==> src/sv/y2r_pkg.sv <==
`timescale 1ns / 1ps
`default_nettype none

package y2r_pkg;

  // BT.601 studio-range coefficients in Q10
  localparam int unsigned FracBits = 10;

  localparam logic signed [11:0] CoefLuma = 12'sd1192;
  localparam logic signed [12:0] CoefBCb  = 13'sd2066;
  localparam logic signed [11:0] CoefGCr  = 12'sd833;
  localparam logic signed [11:0] CoefGCb  = 12'sd403;
  localparam logic signed [11:0] CoefRCr  = 12'sd1634;

  localparam logic signed [8:0] LumaOff   = 9'sd16;
  localparam logic signed [8:0] ChromaOff = 9'sd128;

  localparam logic [7:0] ChanMax = 8'd255;

  // Accumulator: luma term plus one chroma term, worst case about +/-500k
  localparam int unsigned AccW = 22;

  typedef logic signed [19:0]     luma_term_t;
  typedef logic signed [AccW-1:0] acc_t;

  // Chroma contributions shared by both lanes of a macropixel
  typedef struct packed {
    logic signed [18:0] r_term;  // 1634*(Cr-128)
    logic signed [18:0] g_term;  // 833*(Cr-128) + 403*(Cb-128)
    logic signed [19:0] b_term;  // 2066*(Cb-128)
  } chroma_terms_t;

  // Negative clamps to zero, then drop fraction and clamp to 255
  function automatic logic [7:0] sat_channel(input acc_t acc);
    logic [7:0] res;
    if (acc[AccW-1]) begin
      res = '0;
    end else if (acc[AccW-2:FracBits+8] != '0) begin
      res = ChanMax;
    end else begin
      res = acc[FracBits+7:FracBits];
    end
    return res;
  endfunction

endpackage

`default_nettype wire

==> src/sv/y2r_chroma.sv <==
`timescale 1ns / 1ps
`default_nettype none

module y2r_chroma (
  input  wire logic                   clk_i,
  input  wire logic                   en_i,
  input  wire logic [7:0]             chroma_blue_i,
  input  wire logic [7:0]             chroma_red_i,
  output y2r_pkg::chroma_terms_t      terms_o
);
  import y2r_pkg::*;

  logic signed [8:0]  db;
  logic signed [8:0]  dr;
  logic signed [20:0] r_prod;
  logic signed [20:0] gr_prod;
  logic signed [20:0] gb_prod;
  logic signed [21:0] b_prod;
  logic signed [21:0] g_sum;
  chroma_terms_t      terms_d;
  chroma_terms_t      terms_q;

  always_comb begin
    db      = $signed({1'b0, chroma_blue_i}) - ChromaOff;
    dr      = $signed({1'b0, chroma_red_i}) - ChromaOff;
    r_prod  = dr * CoefRCr;
    gr_prod = dr * CoefGCr;
    gb_prod = db * CoefGCb;
    b_prod  = db * CoefBCb;
    g_sum   = 22'(gr_prod) + 22'(gb_prod);
    terms_d.r_term = r_prod[18:0];
    terms_d.g_term = g_sum[18:0];
    terms_d.b_term = b_prod[19:0];
  end

  always_ff @(posedge clk_i) begin
    if (en_i) begin
      terms_q <= terms_d;
    end
  end

  assign terms_o = terms_q;

endmodule

`default_nettype wire

==> src/sv/y2r_lane.sv <==
`timescale 1ns / 1ps
`default_nettype none

module y2r_lane (
  input  wire logic                   clk_i,
  input  wire logic                   en_i,
  input  wire logic [7:0]             luma_i,
  input  y2r_pkg::chroma_terms_t      terms_i,
  output logic [7:0]                  red_o,
  output logic [7:0]                  green_o,
  output logic [7:0]                  blue_o
);
  import y2r_pkg::*;

  logic signed [8:0]  y_off;
  logic signed [20:0] l_prod;
  luma_term_t         luma_d;
  luma_term_t         luma_q;
  acc_t               r_acc;
  acc_t               g_acc;
  acc_t               b_acc;

  always_comb begin
    y_off  = $signed({1'b0, luma_i}) - LumaOff;
    l_prod = y_off * CoefLuma;
    luma_d = l_prod[19:0];
  end

  always_ff @(posedge clk_i) begin
    if (en_i) begin
      luma_q <= luma_d;
    end
  end

  // second stage: add shared chroma terms and saturate
  always_comb begin
    r_acc   = AccW'(luma_q) + AccW'(terms_i.r_term);
    g_acc   = AccW'(luma_q) - AccW'(terms_i.g_term);
    b_acc   = AccW'(luma_q) + AccW'(terms_i.b_term);
    red_o   = sat_channel(r_acc);
    green_o = sat_channel(g_acc);
    blue_o  = sat_channel(b_acc);
  end

endmodule

`default_nettype wire

==> src/sv/yuyv_to_rgb888_converter_top.sv <==
// YUYV macropixel to two RGB888 pixels, BT.601 studio range, Q10 arithmetic.
// An input transaction is registered in the product stage, then goes through
// sum/saturate into the output register, where valid_o rises; a held output
// can keep it waiting in the product stage. Throughput: 1 macropixel per
// cycle while the output is not held; both pixel lanes run in parallel.
// Reset (rst_ni, async, active low) empties both pipeline stages; no state.
`timescale 1ns / 1ps
`default_nettype none

module yuyv_to_rgb888_converter_top (
  input  wire logic       clk_i,
  input  wire logic       rst_ni,

  input  wire logic       valid_i,
  output logic            stall_o,
  input  wire logic [7:0] luma_first_i,
  input  wire logic [7:0] chroma_blue_i,
  input  wire logic [7:0] luma_second_i,
  input  wire logic [7:0] chroma_red_i,
  input  wire logic       end_of_frame_i,

  output logic            valid_o,
  input  wire logic       stall_i,
  output logic [7:0]      red_first_o,
  output logic [7:0]      green_first_o,
  output logic [7:0]      blue_first_o,
  output logic [7:0]      red_second_o,
  output logic [7:0]      green_second_o,
  output logic [7:0]      blue_second_o,
  output logic            end_of_frame_out_o
);
  import y2r_pkg::*;

  // Pipeline control. Stage 1 holds the registered products, stage 2 is the
  // output register. Bubbles collapse: the input only stalls when both
  // stages are full and the output transaction is held off downstream.
  logic          s1_valid_q;
  logic          s1_valid_d;
  logic          out_valid_q;
  logic          out_valid_d;
  logic          s1_eof_q;
  logic          out_ld;      // stage 1 moves into the output register
  logic          s1_ld;       // input transaction captured into stage 1
  logic          out_free;

  chroma_terms_t terms;
  logic [7:0]    red0, green0, blue0;
  logic [7:0]    red1, green1, blue1;

  logic [7:0]    red0_q, green0_q, blue0_q;
  logic [7:0]    red1_q, green1_q, blue1_q;
  logic          eof_out_q;

  assign out_free = !out_valid_q || !stall_i;
  assign out_ld   = s1_valid_q && out_free;
  assign stall_o  = s1_valid_q && !out_free;
  assign s1_ld    = valid_i && !stall_o;

  always_comb begin
    s1_valid_d  = s1_ld || (s1_valid_q && !out_ld);
    out_valid_d = out_ld || (out_valid_q && stall_i);
  end

  always_ff @(posedge clk_i or negedge rst_ni) begin
    if (!rst_ni) begin
      s1_valid_q  <= 1'b0;
      out_valid_q <= 1'b0;
    end else begin
      s1_valid_q  <= s1_valid_d;
      out_valid_q <= out_valid_d;
    end
  end

  // Shared chroma products, one per macropixel
  y2r_chroma u_chroma (
    .clk_i         (clk_i),
    .en_i          (s1_ld),
    .chroma_blue_i (chroma_blue_i),
    .chroma_red_i  (chroma_red_i),
    .terms_o       (terms)
  );

  // Lane 0: first pixel of the pair
  y2r_lane u_lane0 (
    .clk_i   (clk_i),
    .en_i    (s1_ld),
    .luma_i  (luma_first_i),
    .terms_i (terms),
    .red_o   (red0),
    .green_o (green0),
    .blue_o  (blue0)
  );

  // Lane 1: second pixel of the pair
  y2r_lane u_lane1 (
    .clk_i   (clk_i),
    .en_i    (s1_ld),
    .luma_i  (luma_second_i),
    .terms_i (terms),
    .red_o   (red1),
    .green_o (green1),
    .blue_o  (blue1)
  );

  // Frame marker rides alongside the products
  always_ff @(posedge clk_i) begin
    if (s1_ld) begin
      s1_eof_q <= end_of_frame_i;
    end
  end

  // Merge both lanes into the output register
  always_ff @(posedge clk_i) begin
    if (out_ld) begin
      red0_q    <= red0;
      green0_q  <= green0;
      blue0_q   <= blue0;
      red1_q    <= red1;
      green1_q  <= green1;
      blue1_q   <= blue1;
      eof_out_q <= s1_eof_q;
    end
  end

  assign valid_o            = out_valid_q;
  assign red_first_o        = red0_q;
  assign green_first_o      = green0_q;
  assign blue_first_o       = blue0_q;
  assign red_second_o       = red1_q;
  assign green_second_o     = green1_q;
  assign blue_second_o      = blue1_q;
  assign end_of_frame_out_o = eof_out_q;

  // An accepted transaction always lands in stage 1
  a_accept_fills_s1: assert property (@(posedge clk_i) disable iff (!rst_ni)
    (valid_i && !stall_o) |=> s1_valid_q)
    else $error("accepted transaction did not reach stage 1");

  // A full stage 1 with a free output must produce a result next cycle
  a_s1_advances: assert property (@(posedge clk_i) disable iff (!rst_ni)
    (s1_valid_q && !(out_valid_q && stall_i)) |=> out_valid_q)
    else $error("stage 1 failed to advance into output register");

  // A taken result with nothing behind it leaves the output empty
  a_no_phantom: assert property (@(posedge clk_i) disable iff (!rst_ni)
    (out_valid_q && !stall_i && !s1_valid_q) |=> !out_valid_q)
    else $error("result repeated after output transaction");

endmodule

`default_nettype wire

==> config.mk <==
export PLATFORM = sky130hd
export DESIGN_NAME = yuyv_to_rgb888_converter_top
export DESIGN_NICKNAME = d
export VERILOG_FILES = /design/src/sv/y2r_pkg.sv /design/src/sv/y2r_chroma.sv /design/src/sv/y2r_lane.sv /design/src/sv/yuyv_to_rgb888_converter_top.sv
export SDC_FILE = /design/constraint.sdc
export NUM_CORES = 1
export LEC_CHECK = 0
export ABC_AREA = 1
export ABC_CLOCK_PERIOD_IN_PS = 3500
export BUFFER_PORTS_ARGS = -buffer_cell sky130_fd_sc_hd__clkbuf_2
export CORE_UTILIZATION = 58
export DETAILED_ROUTE_END_ITERATION = 8
export PLACE_DENSITY_LB_ADDON = 0.15
export SYNTH_ARGS = -nofsm -noshare
export SYNTH_HDL_FRONTEND = slang
export SYNTH_HIERARCHICAL = 1
export SYNTH_SLANG_ARGS = --single-unit
==> constraint.sdc <==
create_clock -name clk_i -period 3.5 [get_ports clk_i]
set_input_delay 0 -clock clk_i [delete_from_list [all_inputs] [get_ports clk_i]]
set_output_delay 0 -clock clk_i [all_outputs]
set_load 0.005 [all_outputs]
Word-level counts from Yosys, hierarchy flattened --
Cells that the tools add are included.
Storage, ports and cells: RAM bits 0, memories kept 0, bits in registers 142, latch bits 0, bits of input ports 37, logic and storage cells 57, ROM bits 0
Cells by class: shifts and indexed selects 0, bitwise gates (word level) 0, multiplexer cells 6, magnitude comparators 0, $mul 6, reduce and logical (&&, ||, !) cells 19, eq/ne operators 0, divide/modulo/power cells 0, $add $sub $neg 11
Operator list (count):
- 2-to-1 mux 8 bit | 6
- adder 20 x 19 -> 21 bit | 2
- adder 20 x 20 -> 21 bit | 2
- subtractor 20 x 19 -> 21 bit | 2
- multiplier 9 x 9 -> 17 bit, second input constant | 2
- adder 19 bit | 1
- multiplier 9 x 10 -> 19 bit, second input constant | 1
- multiplier 9 x 11 -> 19 bit, second input constant | 1
- multiplier 9 x 12 -> 19 bit, second input constant | 1
- multiplier 9 x 11 -> 18 bit, second input constant | 1
- nonzero test 3 bit | 6
- subtractor 8 x 5 -> 9 bit, second input constant | 2
- subtractor 8 x 8 -> 9 bit, second input constant | 2
- logical AND 1 bit | 5
- zero test 1 bit | 5
- logical OR 1 bit | 3

Logic depth before layout (Yosys ltp) --
depth after elaboration 7, mapped depth 22, gate-level depth less buffers 22

By module --
Netlist, hierarchy kept.
By module, submodules not included:
- y2r_chroma | instances 1, cells each 760, area each 7150.6 µm²
- y2r_lane (u_lane1) | instances 1, cells each 731, area each 4963.5 µm²
- y2r_lane (u_lane0) | instances 1, cells each 730, area each 4802.1 µm²
- yuyv_to_rgb888_converter_top | instances 1, cells each 62, area each 1596.5 µm²

Worst setup path after synthesis --
Ideal clock, no wire load.
kind input port to flip-flop, start input chroma_blue_i[7], end register u_chroma.terms_q, in the netlist u_chroma/terms_o[38] (data pin), data required time 3248 ps, setup slack -997 ps, data arrival time 4245 ps, stages on the path 22, path buffers 0, path through inv_1 -> ha_1 -> inv_1 -> ha_1 -> inv_1 -> fa_1 -> inv_1 -> fa_1 -> fa_1 -> inv_1 -> fa_1 -> fa_1 -> inv_1 -> ha_1 -> nand2_1 -> inv_1 -> a21oi_1 -> nand2_1 -> nand2_1 -> nand2_1 -> nand2_1 -> nand2_1
Between the ends: word-level cells in the longest chain between the ends 3
RTL lines:
- start: declaration | line yuyv_to_rgb888_converter_top.sv:17 | input wire logic [7:0] chroma_blue_i,
- subtractor 8 x 8 -> 9 bit | line y2r_chroma.sv:24 | db = $signed({1'b0, chroma_blue_i}) - ChromaOff;
- multiplier 9 x 10 -> 19 bit | line y2r_chroma.sv:28 | gb_prod = db * CoefGCb;
- adder 19 bit | line y2r_chroma.sv:30 | g_sum = 22'(gr_prod) + 22'(gb_prod);
- via u_chroma.g_sum[18] | line y2r_chroma.sv:19 | logic signed [21:0] g_sum;
- end signal: assignment | line y2r_chroma.sv:38 | terms_q <= terms_d;
- end: declaration | line y2r_chroma.sv:21 | chroma_terms_t terms_q;
The timed path passes the listed nets, and every way through them passes these cells. A chain may end at the register's enable or synchronous reset.

Final worst setup path --
start input chroma_blue_i[7], end register u_chroma.terms_q, in the netlist u_chroma/terms_o[36] (data pin)
Same word-level chain as after synthesis.

==> run_results.csv <==
group,metric,value,unit
die,die_x,180.0,µm
worst_setup_path,reg2reg_to,"blue_first_o[2]$_DFFE_PP_",
worst_setup_path,required,3690,ps
status,violations,"setup timing",
power_and_ir_drop,leakagePower,0.01144,µW
worst_setup_path,path_cells,"buf_8, clkinvlp_4, ha_4, inv_6, ha_4, inv_2, fa_1, inv_2, fa_2, inv_2, fa_1, fa_1, fa_1, inv_2, ha_4, nand2_4, inv_4, nand2_4, nor3_2, nand2_1, nand3_1, nand2_1",
layout,syn_to_final_growth,17.15,%
worst_setup_path,cp_max_fo,4,
worst_setup_path,end_kind,"flip-flop",
drt,vias_per_cell,5.382,
power_and_ir_drop,powerDensity,941.7,mW/mm²
clock_network,cts.sinks,138,
clock_network,clock_path_buffers,2,
hold_path,hp-start,"luma_second_i[3]",
die,die_area,0.03239,mm²
timing,relSlewSlack,39.43,%
clock_network,cts_buffers,17,
power_and_ir_drop,peakVddDrop,0.9446,mV
placed_design,gp_congestion,0.9806,
flow_run,max-cap-violations,0,
grt,grt_max_degree,51,
grt,grt_pass1_wl,75870,µm
worst_setup_path,r2r_setup_slack,1110,ps
die,io_pins,88,
layout,antenna_cells,0,
drt,wirelength,47290,µm
status,outcome,"complete, but fails checks",
worst_setup_path,path_buf_inv,8,
worst_setup_path,critPathTopFamily,"adder cells",
layout,final_common_cell,"nand2_1",
timing,rsz0062_at_grt,"yes",
timing,min_period,3888,ps
drt,drt_pre_antenna_iters,5,
timing,worst_slew_pin_slew,908.5,ps
synth,netlist_instances,2276,
layout,stdcell_area,0.02153,mm²
timing,fin_skew,15.09,ps
clock_network,clkTransAtPathRegs,60,ps
drt,ant_nets,0,
grt,grt_usage,29.83,%
hold_path,hp-class,"in2reg",
power_and_ir_drop,total_power,20270,µW
worst_setup_path,rr_startpoint,"u_lane0/luma_q[10]$_DFFE_PP_",
grt,grt.overflow.total,0,
worst_setup_path,slowest_delay,510,ps
placed_design,portBuffers,87,
placed_design,dp.cells,2885,
synth,mappedNetlistArea,0.01837,mm²
hold_path,holdPathEnd,"u_lane1/luma_q[6]$_DFFE_PP_",
die,die_h,180.0,µm
clock_network,clock_latency,440,ps
worst_setup_path,r2r_cells,10,
timing,final-max-slew-violation-count,0,
layout,layoutNonFillerInstCount,2935,
clock_network,cts-htree-levels,4,
die,row_count,64,
synth,synth_fp_nets,2762,
timing,fmax,257.2,MHz
drt,via_count,15800,
drt,drt_iter0_drc,1035,
worst_setup_path,worstSetupPathType,"in2reg",
placed_design,dpl_cell_area,0.02043,mm²
synth,avgSynthCellArea,8.073,µm²
grt,grt_antenna_before_repair,0,
layout,layout.nets,3012,
clock_network,cts_tree,"done",
timing,postLayoutSetupSlackWorst,-388.3,ps
die,core-area,0.03091,mm²
drt,drc,0,
synth,synth_warnings,6,
hold_path,hold_depth,3,
worst_setup_path,startpoint_type,"input port",
placed_design,post-dp-hpwl,40020,µm
timing,hold_violations,0,
die,start_util,59.44,%
timing,setup_viol,11,
clock_network,root_buffer,"clkbuf_16",
timing,period_share,111.1,%
grt,grt_pass1_vias,15090,
worst_setup_path,crit_slowest_cell,"fa_1",
layout,layout-drive-gt1-share,17.96,%
worst_setup_path,cp.arrival,4080,ps
drt,wl_per_cell,16.11,µm
layout,most-common-layout-cells,"nand2_1, inv_1, ha_1",
==> worst max-delay path by stage <==
stage	start	endpoint	slack, ps	cells after the start
finish	chroma_blue_i[7]	u_chroma/terms_o[36]$_DFFE_PP_	-390	22
global route	chroma_blue_i[7]	u_chroma/terms_o[36]$_DFFE_PP_	-530	22
CTS	chroma_blue_i[7]	u_chroma/terms_o[36]$_DFFE_PP_	-370	22
detailed placement	chroma_blue_i[4]	u_chroma/terms_o[37]$_DFFE_PP_	-1060	17
global placement	chroma_blue_i[4]	u_chroma/terms_o[37]$_DFFE_PP_	-950	17
floorplan	chroma_blue_i[7]	u_chroma/terms_o[36]$_DFFE_PP_	-780	21
==> layout make-up <==
type                       instances  area (µm²)
inverter                         416        1577
timing repair buffer             231        1575
fill                            2508        9384
multi-input combinational       1722       13160
tap                              396       495.5
sequential                       138        4134
clock inverter                    14       160.2
clock buffer                      18       429.2
==> worst register-to-register path, cell delays in order (launching register included) <==
cell	delay (ps)
edfxtp_1	550
ha_1	420
a21oi_1	290
a21boi_2	220
nand2_2	110
nand2_1	90
nand2_1	50
nand2_1	50
nand2_1	80
nor2_4	180
a21oi_1	100
==> power by group <==
| group | internal, µW | leakage [µW] | switching (µW) |
|---|---|---|---|
| registers | 2770 | 0.00134 | 551 |
| logic | 6190 | 0.00982 | 8940 |
| clock network | 1060 | 0.000280 | 760 |
| total | 10000 | 0.0114 | 10200 |
==> per-stage QoR <==
stage	setup WS, ps	TNS, ps	utilization, %	hold slack, ps
after global placement	-953.9	-11260	66.10	-214.2
after detailed placement	-1061	-13090	66.10	-213.7
after CTS	-369.9	-3246	69.30	61.84
final	-388.3	-3401	69.64	74.16
after floorplan	-782.8	-7657	-	-295.6
after global routing	-527.2	-4762	69.64	86.48
==> sequential cells by signal, indices dropped and copies added, names as in the netlist <==
register	flops
green_first_o	8
red_second_o	8
green_second_o	8
end_of_frame_out_o	1
s1_valid_q	1
u_chroma/terms_o	52
s1_eof_q	1
blue_first_o	8
u_lane1/luma_q	17
blue_second_o	8
red_first_o	8
valid_o	1
u_lane0/luma_q	17
==> layer usage <==
metal	up-vias	global-route usage, %	routed length, µm	share of wire (%)
li1	7963	-	-	-
met1	7299	40.85	22330	47
met2	455	48.51	21060	45
met3	79	3.282	2335	4.9
met4	0	11.34	1569	3.3
met5	-	0	0	0
==> what timing repair did <==
action	4_1_cts	5_1_grt
pin swaps	35	10
endpoints found under the setup margin	11	15
endpoints found under the hold margin	14	0
buffers inserted	2	1
hold buffers	15	0
resized for setup	41	27
Power figures use the tool's default switching activity.
